File: src/hw/rtl/pwt_pkg.sv
// shared types, codes and constants for the protobuf wire tokenizer
`default_nettype none

package pwt_pkg;

  // default width of the held payload length
  localparam int LENGTH_BITS_DEF = 32;

  // result queue depth, a power of two
  localparam int RQ_DEPTH = 4;
  localparam int RQ_PTR_W = $clog2(RQ_DEPTH);
  localparam int RQ_CNT_W = RQ_PTR_W + 1;

  // result kinds
  localparam logic [1:0] KIND_SCALAR  = 2'd0;
  localparam logic [1:0] KIND_HEADER  = 2'd1;
  localparam logic [1:0] KIND_PAYLOAD = 2'd2;
  localparam logic [1:0] KIND_END     = 2'd3;

  // end status codes
  localparam logic [1:0] ST_OK        = 2'd0;
  localparam logic [1:0] ST_TRUNCATED = 2'd1;
  localparam logic [1:0] ST_MALFORMED = 2'd2;

  // wire types that carry a field
  localparam logic [2:0] WIRE_VARINT = 3'd0;
  localparam logic [2:0] WIRE_FIX64  = 3'd1;
  localparam logic [2:0] WIRE_LEN    = 3'd2;
  localparam logic [2:0] WIRE_FIX32  = 3'd5;

  // longest varint, counted from zero
  localparam logic [3:0] VARINT_LAST_IDX = 4'd9;

  typedef struct packed {
    logic [1:0]  kind;
    logic [31:0] field_id;
    logic [2:0]  wire_kind;
    logic [63:0] field_value;
    logic [7:0]  payload_byte;
    logic [1:0]  status;
    logic        last_result;
  } result_t;

  // bit position of varint group idx (7 bits per group)
  function automatic logic [5:0] varint_shift(input logic [3:0] idx);
    logic [5:0] sh;
    case (idx)
      4'd0:    sh = 6'd0;
      4'd1:    sh = 6'd7;
      4'd2:    sh = 6'd14;
      4'd3:    sh = 6'd21;
      4'd4:    sh = 6'd28;
      4'd5:    sh = 6'd35;
      4'd6:    sh = 6'd42;
      4'd7:    sh = 6'd49;
      4'd8:    sh = 6'd56;
      4'd9:    sh = 6'd63;
      default: sh = 6'd0;
    endcase
    return sh;
  endfunction

endpackage

`default_nettype wire

File: src/hw/rtl/pwt_if.sv
// valid/ready stream interfaces for message bytes and tokenizer results
`default_nettype none

interface pwt_in_if;
  logic       valid;
  logic       ready;
  logic [7:0] data_byte;
  logic       final_byte;

  modport source (output valid, output data_byte, output final_byte, input ready);
  modport sink   (input valid, input data_byte, input final_byte, output ready);
endinterface

interface pwt_out_if;
  logic        valid;
  logic        ready;
  logic [1:0]  kind;
  logic [31:0] field_id;
  logic [2:0]  wire_kind;
  logic [63:0] field_value;
  logic [7:0]  payload_byte;
  logic [1:0]  status;
  logic        last_result;

  modport source (output valid, output kind, output field_id, output wire_kind,
                  output field_value, output payload_byte, output status,
                  output last_result, input ready);
  modport sink   (input valid, input kind, input field_id, input wire_kind,
                  input field_value, input payload_byte, input status,
                  input last_result, output ready);
endinterface

`default_nettype wire

File: src/hw/rtl/pwt_decode.sv
// wire format state machine: one byte per strobe, up to two results
`default_nettype none

module pwt_decode #(
  parameter int LENGTH_BITS = pwt_pkg::LENGTH_BITS_DEF
) (
  input  wire logic            clk,
  input  wire logic            rst_n,
  input  wire logic            fire,
  input  wire logic [7:0]      data_byte,
  input  wire logic            final_byte,
  output pwt_pkg::result_t     res0,
  output pwt_pkg::result_t     res1,
  output logic [1:0]           res_cnt
);

  localparam logic [2:0] PH_KEY     = 3'd0;
  localparam logic [2:0] PH_VARINT  = 3'd1;
  localparam logic [2:0] PH_FIX64   = 3'd2;
  localparam logic [2:0] PH_FIX32   = 3'd3;
  localparam logic [2:0] PH_LENGTH  = 3'd4;
  localparam logic [2:0] PH_PAYLOAD = 3'd5;
  localparam logic [2:0] PH_ERROR   = 3'd6;

  localparam logic [63:0] MAXLEN = {64{1'b1}} >> (64 - LENGTH_BITS);

  logic [2:0]             phase_r, phase_nxt;
  logic [63:0]            acc_r, acc_nxt;
  logic [3:0]             idx_r, idx_nxt;
  logic [31:0]            field_r, field_nxt;
  logic [2:0]             wire_r, wire_nxt;
  logic [LENGTH_BITS-1:0] rem_r, rem_nxt;
  logic                   err_seen_r, err_seen_nxt;

  logic [63:0]            vacc;
  logic [63:0]            facc;
  logic [3:0]             idx_inc;
  logic [3:0]             fix_need;
  logic [LENGTH_BITS-1:0] rem_dec;
  logic                   len_sat;
  logic                   err;
  logic                   tok;
  pwt_pkg::result_t       tok_res;
  pwt_pkg::result_t       end_res;

  assign vacc     = acc_r | ({57'b0, data_byte[6:0]} << pwt_pkg::varint_shift(idx_r));
  assign facc     = acc_r | ({56'b0, data_byte} << {idx_r[2:0], 3'b000});
  assign idx_inc  = idx_r + 4'd1;
  assign fix_need = (phase_r == PH_FIX64) ? 4'd8 : 4'd4;
  assign rem_dec  = rem_r - LENGTH_BITS'(1);
  assign len_sat  = vacc > MAXLEN;

  always_comb begin
    phase_nxt    = phase_r;
    acc_nxt      = acc_r;
    idx_nxt      = idx_r;
    field_nxt    = field_r;
    wire_nxt     = wire_r;
    rem_nxt      = rem_r;
    err_seen_nxt = err_seen_r;
    err          = 1'b0;
    tok          = 1'b0;
    tok_res              = '0;
    tok_res.field_id     = field_r;
    tok_res.wire_kind    = wire_r;
    tok_res.last_result  = !final_byte;
    end_res              = '0;
    end_res.kind         = pwt_pkg::KIND_END;
    end_res.last_result  = 1'b1;

    case (phase_r)
      PH_KEY, PH_VARINT, PH_LENGTH: begin
        if (idx_r >= pwt_pkg::VARINT_LAST_IDX && data_byte[7:1] != 7'd0) begin
          err = 1'b1;
        end else if (data_byte[7]) begin
          acc_nxt = vacc;
          idx_nxt = idx_inc;
        end else begin
          acc_nxt = '0;
          idx_nxt = '0;
          if (phase_r == PH_KEY) begin
            // field number must be nonzero and fit in 32 bits
            if (vacc[63:35] != '0 || vacc[34:3] == '0) begin
              err = 1'b1;
            end else begin
              field_nxt = vacc[34:3];
              wire_nxt  = vacc[2:0];
              case (vacc[2:0])
                pwt_pkg::WIRE_VARINT: phase_nxt = PH_VARINT;
                pwt_pkg::WIRE_FIX64:  phase_nxt = PH_FIX64;
                pwt_pkg::WIRE_LEN:    phase_nxt = PH_LENGTH;
                pwt_pkg::WIRE_FIX32:  phase_nxt = PH_FIX32;
                default:              err = 1'b1;
              endcase
            end
          end else if (phase_r == PH_VARINT) begin
            tok               = 1'b1;
            tok_res.kind      = pwt_pkg::KIND_SCALAR;
            tok_res.field_value = vacc;
            phase_nxt         = PH_KEY;
          end else begin
            tok               = 1'b1;
            tok_res.kind      = pwt_pkg::KIND_HEADER;
            tok_res.field_value = len_sat ? MAXLEN : vacc;
            if (vacc == '0) begin
              phase_nxt = PH_KEY;
            end else begin
              rem_nxt   = len_sat ? MAXLEN[LENGTH_BITS-1:0] : vacc[LENGTH_BITS-1:0];
              // index 1 marks a held length that never counts down
              idx_nxt   = {3'b000, len_sat};
              phase_nxt = PH_PAYLOAD;
            end
          end
        end
      end
      PH_FIX64, PH_FIX32: begin
        acc_nxt = facc;
        idx_nxt = idx_inc;
        if (idx_inc >= fix_need) begin
          tok                 = 1'b1;
          tok_res.kind        = pwt_pkg::KIND_SCALAR;
          tok_res.field_value = facc;
          acc_nxt             = '0;
          idx_nxt             = '0;
          phase_nxt           = PH_KEY;
        end
      end
      PH_PAYLOAD: begin
        tok                  = 1'b1;
        tok_res.kind         = pwt_pkg::KIND_PAYLOAD;
        tok_res.payload_byte = data_byte;
        if (idx_r == '0) begin
          rem_nxt = rem_dec;
          if (rem_dec == '0) begin
            phase_nxt = PH_KEY;
          end
        end
      end
      default: begin
      end
    endcase

    if (err) begin
      phase_nxt = PH_ERROR;
      acc_nxt   = '0;
      idx_nxt   = '0;
      if (!final_byte) begin
        err_seen_nxt = 1'b1;
      end
    end

    if (final_byte) begin
      if (err_seen_r) begin
        end_res.status = pwt_pkg::ST_MALFORMED;
      end else if (err || phase_nxt != PH_KEY || idx_nxt != '0) begin
        end_res.status = pwt_pkg::ST_TRUNCATED;
      end else begin
        end_res.status = pwt_pkg::ST_OK;
      end
      phase_nxt    = PH_KEY;
      acc_nxt      = '0;
      idx_nxt      = '0;
      field_nxt    = '0;
      wire_nxt     = '0;
      rem_nxt      = '0;
      err_seen_nxt = 1'b0;
    end
  end

  assign res0    = tok ? tok_res : end_res;
  assign res1    = end_res;
  assign res_cnt = {1'b0, tok} + {1'b0, final_byte};

  always_ff @(posedge clk) begin
    if (!rst_n) begin
      phase_r    <= PH_KEY;
      acc_r      <= '0;
      idx_r      <= '0;
      field_r    <= '0;
      wire_r     <= '0;
      rem_r      <= '0;
      err_seen_r <= 1'b0;
    end else if (fire) begin
      phase_r    <= phase_nxt;
      acc_r      <= acc_nxt;
      idx_r      <= idx_nxt;
      field_r    <= field_nxt;
      wire_r     <= wire_nxt;
      rem_r      <= rem_nxt;
      err_seen_r <= err_seen_nxt;
    end
  end

endmodule

`default_nettype wire

File: src/hw/rtl/pwt_result_queue.sv
// small result queue: takes up to two results a cycle, hands out one
`default_nettype none

module pwt_result_queue (
  input  wire logic             clk,
  input  wire logic             rst_n,
  input  wire logic [1:0]       push_cnt,
  input  wire pwt_pkg::result_t push0,
  input  wire pwt_pkg::result_t push1,
  output logic                  room,
  output logic                  head_valid,
  input  wire logic             head_ready,
  output pwt_pkg::result_t      head
);

  pwt_pkg::result_t              slot_r [pwt_pkg::RQ_DEPTH];
  logic [pwt_pkg::RQ_PTR_W-1:0]  wr_ptr_r, wr_ptr_nxt;
  logic [pwt_pkg::RQ_PTR_W-1:0]  rd_ptr_r, rd_ptr_nxt;
  logic [pwt_pkg::RQ_CNT_W-1:0]  cnt_r, cnt_nxt;
  logic [pwt_pkg::RQ_PTR_W-1:0]  wr_ptr_p1;
  logic                          pop;

  assign pop        = head_valid && head_ready;
  assign head_valid = cnt_r != '0;
  assign head       = slot_r[rd_ptr_r];
  // room for a full request of two results, regardless of this cycle's pop
  assign room       = cnt_r <= pwt_pkg::RQ_CNT_W'(pwt_pkg::RQ_DEPTH - 2);
  assign wr_ptr_p1  = wr_ptr_r + pwt_pkg::RQ_PTR_W'(1);

  always_comb begin
    wr_ptr_nxt = wr_ptr_r + pwt_pkg::RQ_PTR_W'(push_cnt);
    rd_ptr_nxt = rd_ptr_r + pwt_pkg::RQ_PTR_W'(pop);
    cnt_nxt    = cnt_r + pwt_pkg::RQ_CNT_W'(push_cnt) - pwt_pkg::RQ_CNT_W'(pop);
  end

  always_ff @(posedge clk) begin
    if (push_cnt != 2'd0) begin
      slot_r[wr_ptr_r] <= push0;
    end
    if (push_cnt == 2'd2) begin
      slot_r[wr_ptr_p1] <= push1;
    end
  end

  always_ff @(posedge clk) begin
    if (!rst_n) begin
      wr_ptr_r <= '0;
      rd_ptr_r <= '0;
      cnt_r    <= '0;
    end else begin
      wr_ptr_r <= wr_ptr_nxt;
      rd_ptr_r <= rd_ptr_nxt;
      cnt_r    <= cnt_nxt;
    end
  end

endmodule

`default_nettype wire

File: src/hw/rtl/protobuf_wire_tokenizer.sv
// top level of the protobuf wire format tokenizer
//
//   port        dir   payload                                      per request
//   in_stream   sink  data_byte, final_byte                        one message byte
//   out_stream  src   kind, field_id, wire_kind, field_value,      one token or
//                     payload_byte, status, last_result            end status
//
// one byte a cycle while the queue has room: a byte sits in the input register, is decoded
// combinationally and its results land in a four-deep result queue that drives out_stream
// a final byte that also closes a field gives two results, both queued for
// out_stream; input stalls only when the queue cannot take two more
// in_stream reaches out_stream through the input register and the result queue
// synchronous reset puts the decoder at the start of a message and empties the queue
`default_nettype none

module protobuf_wire_tokenizer #(
  parameter int LENGTH_BITS = pwt_pkg::LENGTH_BITS_DEF
) (
  input  wire logic  clk,
  input  wire logic  rst_n,
  pwt_in_if.sink     in_stream,
  pwt_out_if.source  out_stream
);

  logic             in_hold_r;
  logic [7:0]       in_data_r;
  logic             in_final_r;
  logic             room;
  logic             fire;
  logic [1:0]       res_cnt;
  logic [1:0]       push_cnt;
  pwt_pkg::result_t res0;
  pwt_pkg::result_t res1;
  pwt_pkg::result_t head;

  assign fire            = in_hold_r && room;
  assign in_stream.ready = !in_hold_r || fire;
  assign push_cnt        = fire ? res_cnt : 2'd0;

  always_ff @(posedge clk) begin
    if (!rst_n) begin
      in_hold_r <= 1'b0;
    end else if (in_stream.ready) begin
      in_hold_r <= in_stream.valid;
    end
  end

  always_ff @(posedge clk) begin
    if (in_stream.ready && in_stream.valid) begin
      in_data_r  <= in_stream.data_byte;
      in_final_r <= in_stream.final_byte;
    end
  end

  pwt_decode #(
    .LENGTH_BITS (LENGTH_BITS)
  ) u_decode (
    .clk        (clk),
    .rst_n      (rst_n),
    .fire       (fire),
    .data_byte  (in_data_r),
    .final_byte (in_final_r),
    .res0       (res0),
    .res1       (res1),
    .res_cnt    (res_cnt)
  );

  pwt_result_queue u_queue (
    .clk        (clk),
    .rst_n      (rst_n),
    .push_cnt   (push_cnt),
    .push0      (res0),
    .push1      (res1),
    .room       (room),
    .head_valid (out_stream.valid),
    .head_ready (out_stream.ready),
    .head       (head)
  );

  assign out_stream.kind         = head.kind;
  assign out_stream.field_id     = head.field_id;
  assign out_stream.wire_kind    = head.wire_kind;
  assign out_stream.field_value  = head.field_value;
  assign out_stream.payload_byte = head.payload_byte;
  assign out_stream.status       = head.status;
  assign out_stream.last_result  = head.last_result;

endmodule

`default_nettype wire
File: src/flat_wrapper.sv
// flat-port wrapper written by rule: the top's interface ports become plain ports
module protobuf_wire_tokenizer_flat 
#(
  parameter int LENGTH_BITS = pwt_pkg::LENGTH_BITS_DEF
)
  (clk, rst_n, in_stream_valid, in_stream_data_byte, in_stream_final_byte, in_stream_ready, out_stream_valid, out_stream_kind, out_stream_field_id, out_stream_wire_kind, out_stream_field_value, out_stream_payload_byte, out_stream_status, out_stream_last_result, out_stream_ready);
  pwt_in_if in_stream_i ();
  pwt_out_if out_stream_i ();
  input  wire logic clk;
  input  wire logic rst_n;
  input wire logic [$bits(in_stream_i.valid)-1:0] in_stream_valid;
  input wire logic [$bits(in_stream_i.data_byte)-1:0] in_stream_data_byte;
  input wire logic [$bits(in_stream_i.final_byte)-1:0] in_stream_final_byte;
  output wire logic [$bits(in_stream_i.ready)-1:0] in_stream_ready;
  output wire logic [$bits(out_stream_i.valid)-1:0] out_stream_valid;
  output wire logic [$bits(out_stream_i.kind)-1:0] out_stream_kind;
  output wire logic [$bits(out_stream_i.field_id)-1:0] out_stream_field_id;
  output wire logic [$bits(out_stream_i.wire_kind)-1:0] out_stream_wire_kind;
  output wire logic [$bits(out_stream_i.field_value)-1:0] out_stream_field_value;
  output wire logic [$bits(out_stream_i.payload_byte)-1:0] out_stream_payload_byte;
  output wire logic [$bits(out_stream_i.status)-1:0] out_stream_status;
  output wire logic [$bits(out_stream_i.last_result)-1:0] out_stream_last_result;
  input wire logic [$bits(out_stream_i.ready)-1:0] out_stream_ready;
  assign in_stream_i.valid = in_stream_valid;
  assign in_stream_i.data_byte = in_stream_data_byte;
  assign in_stream_i.final_byte = in_stream_final_byte;
  assign in_stream_ready = in_stream_i.ready;
  assign out_stream_valid = out_stream_i.valid;
  assign out_stream_kind = out_stream_i.kind;
  assign out_stream_field_id = out_stream_i.field_id;
  assign out_stream_wire_kind = out_stream_i.wire_kind;
  assign out_stream_field_value = out_stream_i.field_value;
  assign out_stream_payload_byte = out_stream_i.payload_byte;
  assign out_stream_status = out_stream_i.status;
  assign out_stream_last_result = out_stream_i.last_result;
  assign out_stream_i.ready = out_stream_ready;
  protobuf_wire_tokenizer #(.LENGTH_BITS(LENGTH_BITS)) u_core (.clk(clk), .rst_n(rst_n), .in_stream(in_stream_i), .out_stream(out_stream_i));
endmodule
File: config.mk
export PLATFORM = sky130hd
export DESIGN_NAME = protobuf_wire_tokenizer_flat
export DESIGN_NICKNAME = d
export VERILOG_FILES = /design/src/hw/rtl/pwt_pkg.sv /design/src/hw/rtl/pwt_if.sv /design/src/hw/rtl/pwt_decode.sv /design/src/hw/rtl/pwt_result_queue.sv /design/src/hw/rtl/protobuf_wire_tokenizer.sv /design/src/flat_wrapper.sv
export SDC_FILE = /design/constraint.sdc
export NUM_CORES = 1
export LEC_CHECK = 0
export BUFFER_PORTS_ARGS = -buffer_cell sky130_fd_sc_hd__buf_2
export CAP_MARGIN = 20
export CORE_MARGIN = 3
export CORE_UTILIZATION = 40
export CTS_CLUSTER_SIZE = 25
export DETAILED_ROUTE_END_ITERATION = 8
export HOLD_SLACK_MARGIN = 0.1
export PLACE_DENSITY = 0.59
export REMOVE_ABC_BUFFERS = 1
export SLEW_MARGIN = 10
export SYNTH_ARGS = -nofsm -noshare
export SYNTH_HDL_FRONTEND = slang
export SYNTH_SLANG_ARGS = --single-unit
File: constraint.sdc
create_clock -name clk -period 9.69 [get_ports clk]
set_input_delay 2.907 -clock clk [delete_from_list [all_inputs] [get_ports clk]]
set_output_delay 2.907 -clock clk [all_outputs]
set_load 0.01 [all_outputs]
==> results.md, run 1 <==
* DIE AREA at 72380 um^2
* Cell area power density at 192.4 nW/um^2
* IR drop worst, VDD at 129.7 uV
* Routed Wire Length at 92390 um
* Post-CTS Setup Inserts at 0
* Path type of the worst min-delay path: flip-flop to flip-flop
* Row cnt at 95
* Critical Setup Path Class: flip-flop to flip-flop
* Cell Area, Synth at 27670 um^2
* Finish-stage setup viols at 0
* Placed cell area at 28980 um^2
* Worst slew pin tran at 1.061 ns
* Share of async-settable or async-resettable flops after synthesis at 0%
* Period Utilization, post-route at 67.85%
* Core Area at 67870 um^2
* Starting utilization of the core area at 40.77%
* Die boundary height at 269.0 um
* Most used flip-flop cell after synthesis: dfxtp_1
* Maximum number of pins on one net before global-route repair at 86
* Vias in the first global route at 23774
* Endpoint class of the critical path: flip-flop
* Post-cts repair resize count at 0
* Post-synth EDFFs at 17
* Wire length of the first global-routing pass at 142200 um
* Detailed-placement wirelength estimate at 57990 um
* Yosys cell types at 91
* Sequential share of the synthesized area at 44.74%
* Cell chosen for the clock root: clkbuf_16
* Antenna violations before repair at 0
* Total iterations of the first detailed-routing run at 5
* Share of layout cells above drive strength 1 at 15.86%
* Layout area overhead at 13.21%
* Port buffer count at 126
* Overall routing resource usage at 25.13%
* Post-Route Setup TNS at 0 ns
* Yosys warning total at 0
* Final estimated routing congestion in global placement at 0.9475
* Area of the multi-input gates at 14130 um^2
* Post-synthesis area per instance at 9.566 um^2
* Critical-path cell with the highest stage delay: o21ai_1
* Total vias in the final route at 24078
* Largest fanout on the critical path at 53
* Post-placement cell count at 3740
* Startpoint kind of the worst setup timing path: flip-flop
* Cell-by-cell trace of the critical path: nor2b_2, buf_4, nand2b_1, ha_1, a21boi_0, o21ai_1, nand2_1, and3_1, inv_1, ha_1, o21ai_1, nor2_1, nor2_4, buf_4, inv_1, o22a_1
* Later-pin clock latency in the skew report at 0.63 ns
* Achievable frequency at 0.1521 GHz
* Mean routed wirelength per cell at 23.93 um
* CTS HTree Levels at 3
* Number of buffers inserted during clock tree synthesis at 67
* Minimum period implied by the final worst setup slack at 6.575 ns
* Total area of sequential cells at 12390 um^2
* Setup repair after global routing missed its margin: false
* Antenna diode count at 0
* Maximum clock insertion buffer count at 3
* Final #Nets at 2922
* Leakage power summed over all cells at 11.76 nW
* CP delay by family, top: simple AND/OR/NAND/NOR gates
* Worst slew margin at 29.29%
* Number of fillers in the final layout at 6375
* Initial DRC Count at 2411
* Most common cell after layout, fill and taps aside: dfxtp_1
* Data required time at the worst endpoint at 10.19 ns
* Run status: completed
* DRC violation count after routing at 0
* Final hold vios at 0
* Arrival time at the worst endpoint at 7.07 ns
* Number of storage elements in the synthesis netlist at 610
* Critical Path Max Stage Delay at 0.80 ns
* Count of pins over their slew limit at 0
* Clock transition at the registers of the reported paths at 0.07 ns
* Top-level I/O count at 127
* Total overflow reported by the global router at 0
* Clock Skews at 0.02909 ns
* Commonest cells after routing, fill and taps aside: 591 x dfxtp_1, 359 x nand2_1, 293 x o21ai_0
* Width of the chip at 269.0 um
* CTS tree: done
* Crit path buf inv count at 4
* Cell area after layout at 31330 um^2
* CTS Hold Buffers Added at 0
* Max-Cap Viols at 0
* Worst hold slack at 0.4459 ns
* Total power at 6.029 mW
* Post-route antenna net violation count at 0
* Synthesized netlist cell count at 2893
* Number of sinks on the clock net at 610
* Non-Filler Instances at 3860
* Vias per std cell at 6.238
## sequential cells by signal, indices dropped and copies added (netlist names), named ones only
name / count
u_core.in_final_r: 1
u_core.u_decode.rem_r: 32
u_core.u_queue.cnt_r: 3
u_core.u_decode.acc_r: 64
u_core.u_decode.idx_r: 4
u_core.in_data_r: 8
u_core.u_decode.field_r: 32
u_core.u_decode.phase_r: 3
u_core.u_queue.slot_r: 448
u_core.u_decode.err_seen_r: 1
u_core.u_queue.rd_ptr_r: 2
u_core.u_decode.wire_r: 3
u_core.in_hold_r: 1
u_core.u_queue.wr_ptr_r: 2
## through the flow
step	worst slack, ns	utilization, %
after floorplan	1.151	-
after global placement	3.600	42.65
after detailed placement	3.329	42.70
after CTS	3.278	46.08
after global routing	2.759	46.16
final	3.115	46.16
## path summary, 6_finish.rpt
check                           slack, ns                            end  cells past startpoint                         start
worst max-delay path                 3.12  u_core.u_queue.slot_r[1][110]                     16    u_core.u_decode.phase_r[1]
worst min-delay path                 0.45   u_core.u_queue.slot_r[2][64]                      2  u_core.u_queue.slot_r[2][64]
worst max register to register       3.12  u_core.u_queue.slot_r[1][110]                     16    u_core.u_decode.phase_r[1]
worst min register to register       0.45   u_core.u_queue.slot_r[2][64]                      2  u_core.u_queue.slot_r[2][64]
## Yosys cell counts (7+ instances only)
library cell  instances  area share [%]
nor3_1               64             1.2
nand2_1             359             4.9
mux4_2              116             9.4
mux2i_1              40             1.4
nor3b_1               8            0.22
o31ai_1              17            0.46
o221ai_1             19            0.60
nor2_1              111             1.5
a31oi_1              15            0.34
o32a_1                8            0.29
o21ai_0             293             5.3
nand3_1              21            0.38
nor2b_1              47             1.1
and3_1               11            0.25
a32o_1               33             1.2
nand3b_1              8            0.22
nor4_1               17            0.38
buf_2                16            0.29
edfxtp_1             17             1.8
xor2_1               17            0.54
o22ai_1              42            0.95
xnor2_1              18            0.57
or3_1                12            0.27
o21ai_1              15            0.27
clkbuf_1            226             3.1
a211oi_1              8            0.22
and2_1               18            0.41
ha_1                 18            0.81
nand2b_1             24            0.54
a22o_1              214             6.8
a21o_1               31            0.84
or2_2                 8            0.18
a221o_1               7            0.25
o22a_1               19            0.60
nand4_1               9            0.20
a22oi_1              43             1.2
dfxtp_1             593              43
buf_1                 9            0.12
o211ai_1             10            0.27
inv_1                54            0.73
a21oi_1             161             2.9
## cell families after synthesis
kind of cell	after synthesis	synth area share (%)
buffers and inverters	317	4.566
AOI/OAI and AO/OA	999	24.61
muxes	165	11.33
adders and majority gates	19	0.8862
DFF	610	44.74
and+or+nand+nor	748	12.75
xor gates and xnor gates	35	1.108
## per-layer routing
layer / share of wire (%) / track usage [%] / up-vias
met5: 0 / 0 / -
met4: 3.2 / 9.162 / 0
met3: 7.8 / 4.489 / 187
met2: 46 / 40.52 / 1082
met1: 43 / 33.91 / 12042
li1: - / - / 10767
## worst min-delay path, cell delays in order, from the launching register on
cell and delay (ns):
dfxtp_1 0.32, nand2_1 0.04, o21ai_0 0.05
## where the power goes
| group | total (mW) | internal (mW) | switching [mW] |
|---|---|---|---|
| combinational | 0.735 | 0.261 | 0.474 |
| clock | 2.67 | 1.58 | 1.09 |
| sequential | 2.62 | 2.55 | 0.0657 |
| total | 6.03 | 4.40 | 1.63 |
## layout make-up
class,instances,area share (%)
Sequential cell,610,39.55
Timing Repair Buffer,190,3.698
Tap cell,921,3.678
Clock inverter,27,1.366
Clock buffer,91,5.963
Inverter,55,0.6590
Multi-Input combinational cell,1966,45.09
No activity file was read; power rests on OpenSTA's default activity.
==> run 2, diff against run 1 <==
Clock period 9.69 ns to 6.7 ns, I/O delays scaled along.
==> results.md, run 2 (synthesized netlist as in run 1, its figures left out) <==
* Total overflow reported by the global router at 0
* Final estimated routing congestion in global placement at 0.9643
* Total vias in the final route at 23813
* Top Registers: u_core.u_queue.slot_r x448, u_core.u_decode.acc_r x64
* Worst Hold Path EP: u_core.u_queue.slot_r[3][66]
* CTS tree: done
* Later-pin clock latency in the skew report at 0.63 ns
* Detailed-placement wirelength estimate at 61500 um
* Total power at 8.546 mW
* Setup repair after global routing missed its margin: false
* Most common cell after layout, fill and taps aside: dfxtp_1
* Crit path buf inv count at 3
* Worst hold slack at 0.4475 ns
* Row cnt at 95
* Die boundary height at 269.0 um
* Worst slew margin at 21.95%
* CTS HTree Levels at 3
* Total iterations of the first detailed-routing run at 6
* Largest fanout on the critical path at 55
* Vias in the first global route at 23614
* Capture point of the worst reg-to-reg path: u_core.u_queue.slot_r[1][28]
* Commonest cells after routing, fill and taps aside: 591 x dfxtp_1, 359 x nand2_1, 293 x o21ai_0
* Count of pins over their slew limit at 0
* Cell area power density at 272.5 nW/um^2
* Wire length of the first global-routing pass at 142900 um
* Final hold vios at 0
* CTS Hold Buffers Added at 0
* Critical Path Max Stage Delay at 0.90 ns
* Endpoint class of the critical path: flip-flop
* Number of sinks on the clock net at 610
* Startpoint of the most critical register-to-register path: u_core.u_decode.idx_r[1]
* Clock Skews at 0.02823 ns
* Mean routed wirelength per cell at 24.13 um
* Max-Cap Viols at 0
* Period Utilization, post-route at 86.45%
* Path type of the worst min-delay path: flip-flop to flip-flop
* Stages on worst setup path at 16
* Initial DRC Count at 2555
* Cell-by-cell trace of the critical path: ha_1, xnor2_1, ha_1, a21boi_0, o21ai_1, nand2_1, and3_1, inv_1, ha_1, o21ai_1, nor2_1, buf_4, nor2_4, buf_4, nand2_1, o21ai_0
* Vias per std cell at 6.164
* Critical Setup Path Class: flip-flop to flip-flop
* Startpoint kind of the worst setup timing path: flip-flop
* Post-cts repair resize count at 0
* IR drop worst, VDD at 206.9 uV
* Starting utilization of the core area at 40.77%
* Minimum period implied by the final worst setup slack at 5.792 ns
* Number of buffers inserted during clock tree synthesis at 67
* Port buffer count at 126
* CP delay by family, top: compound AO/OA/AOI/OAI gates
* Routed Wire Length at 93220 um
* Critical Path Most Common Cell: ha_1
* Width of the chip at 269.0 um
* Core Area at 67870 um^2
* Max reg flops at 448
* Top-level I/O count at 127
* Post-CTS Setup Inserts at 0
* Startpoint of the most critical hold path: u_core.u_queue.slot_r[3][66]
* Maximum number of pins on one net before global-route repair at 86
* Critical-path cell with the highest stage delay: o21ai_1
* Leakage power summed over all cells at 11.79 nW
* DIE AREA at 72380 um^2
* DRC violation count after routing at 0
* Share of layout cells above drive strength 1 at 16.08%
* Biggest register: u_core.u_queue.slot_r
* Number of cells traversed by the worst register-to-register path at 16
* Arrival time at the worst endpoint at 6.32 ns
* Cell chosen for the clock root: clkbuf_16
* Reg2Reg Setup Slack at 0.91 ns
* Antenna diode count at 0
* Maximum clock insertion buffer count at 3
* Overall routing resource usage at 25.40%
* Achievable frequency at 0.1726 GHz
* Final #Nets at 2925
* Data required time at the worst endpoint at 7.22 ns
* Finish-stage setup viols at 0
* Run status: completed
* Cells on Worst Hold Path at 2
* Post-route antenna net violation count at 0
* Worst slew pin tran at 1.161 ns
* Antenna violations before repair at 0
* Layout area overhead at 13.33%
* Clock transition at the registers of the reported paths at 0.06 ns
-- run 2: cell count changes in the layout (fill, tap and decap cells not counted), sizes merged --
cell and delta:
bufinv -5, buf +3, clkinv +3, inv +2
clkbuf +1, clkinvlp -1
-- run 2: tightest hold or removal path: cells and delay by family (launching register included) --
family	cells	cell delay, ns
AOI/OAI and AO/OA	1	0.05
DFF	1	0.32
and+or+nand+nor	1	0.04
-- run 2: layout make-up --
type	count	area, um^2
flip-flops and latches	610	12390
well taps	921	1152
multi-input cells	1966	14120
inverters	55	206.4
fillers	6345	36510
clock buffers	92	1901
clock inverters	26	297.8
repair buffers	193	1291
-- run 2: worst max-delay path by stage --
stage	from	to	slack, ns
final	u_core.u_decode.idx_r[1]	u_core.u_queue.slot_r[1][28]	0.91
after global placement	flip-flop	flip-flop	1.34
after global routing	u_core.u_decode.idx_r[1]	u_core.u_queue.slot_r[1][38]	0.61
after floorplan	u_core.u_decode.phase_r[1]	u_core.u_queue.slot_r[0][110]	-1.84
after CTS	u_core.u_decode.phase_r[1]	u_core.u_queue.slot_r[1][28]	1.09
after detailed placement	u_core.u_decode.phase_r[1]	u_core.u_queue.slot_r[1][28]	1.12
-- run 2: layer usage --
| layer | vias to the layer above | part of all wire, % | routed length (um) | GRT usage (%) |
|---|---|---|---|---|
| met5 | - | 0 | 0 | 0 |
| met2 | 1019 | 46 | 43320 | 40.72 |
| met4 | 0 | 3.4 | 3154 | 10.20 |
| li1 | 10761 | - | - | - |
| met3 | 172 | 6.9 | 6433 | 3.805 |
| met1 | 11861 | 43 | 40320 | 34.54 |
-- run 2: power breakdown --
group / total, mW / internal, mW / switching [mW]
clock network: 3.68 / 2.13 / 1.55
logic: 1.05 / 0.389 / 0.664
registers: 3.82 / 3.70 / 0.120
-- run 2: per-stage QoR --
step | worst slack (ns) | setup TNS (ns) | cells | area, um^2 | utilization, %
3_3_place_gp | 1.341 | 0 | 3743 | 29110 | 42.89
6_report | 0.9077 | 0 | 3863 | 31360 | 46.21
4_1_cts | 1.092 | 0 | 3862 | 31340 | 46.17
5_1_grt | 0.6109 | 0 | 3863 | 31360 | 46.21
3_5_place_dp | 1.124 | 0 | 3744 | 29140 | 42.93
2_1_floorplan | -1.839 | -537.29 | 2631 | 26620 | -
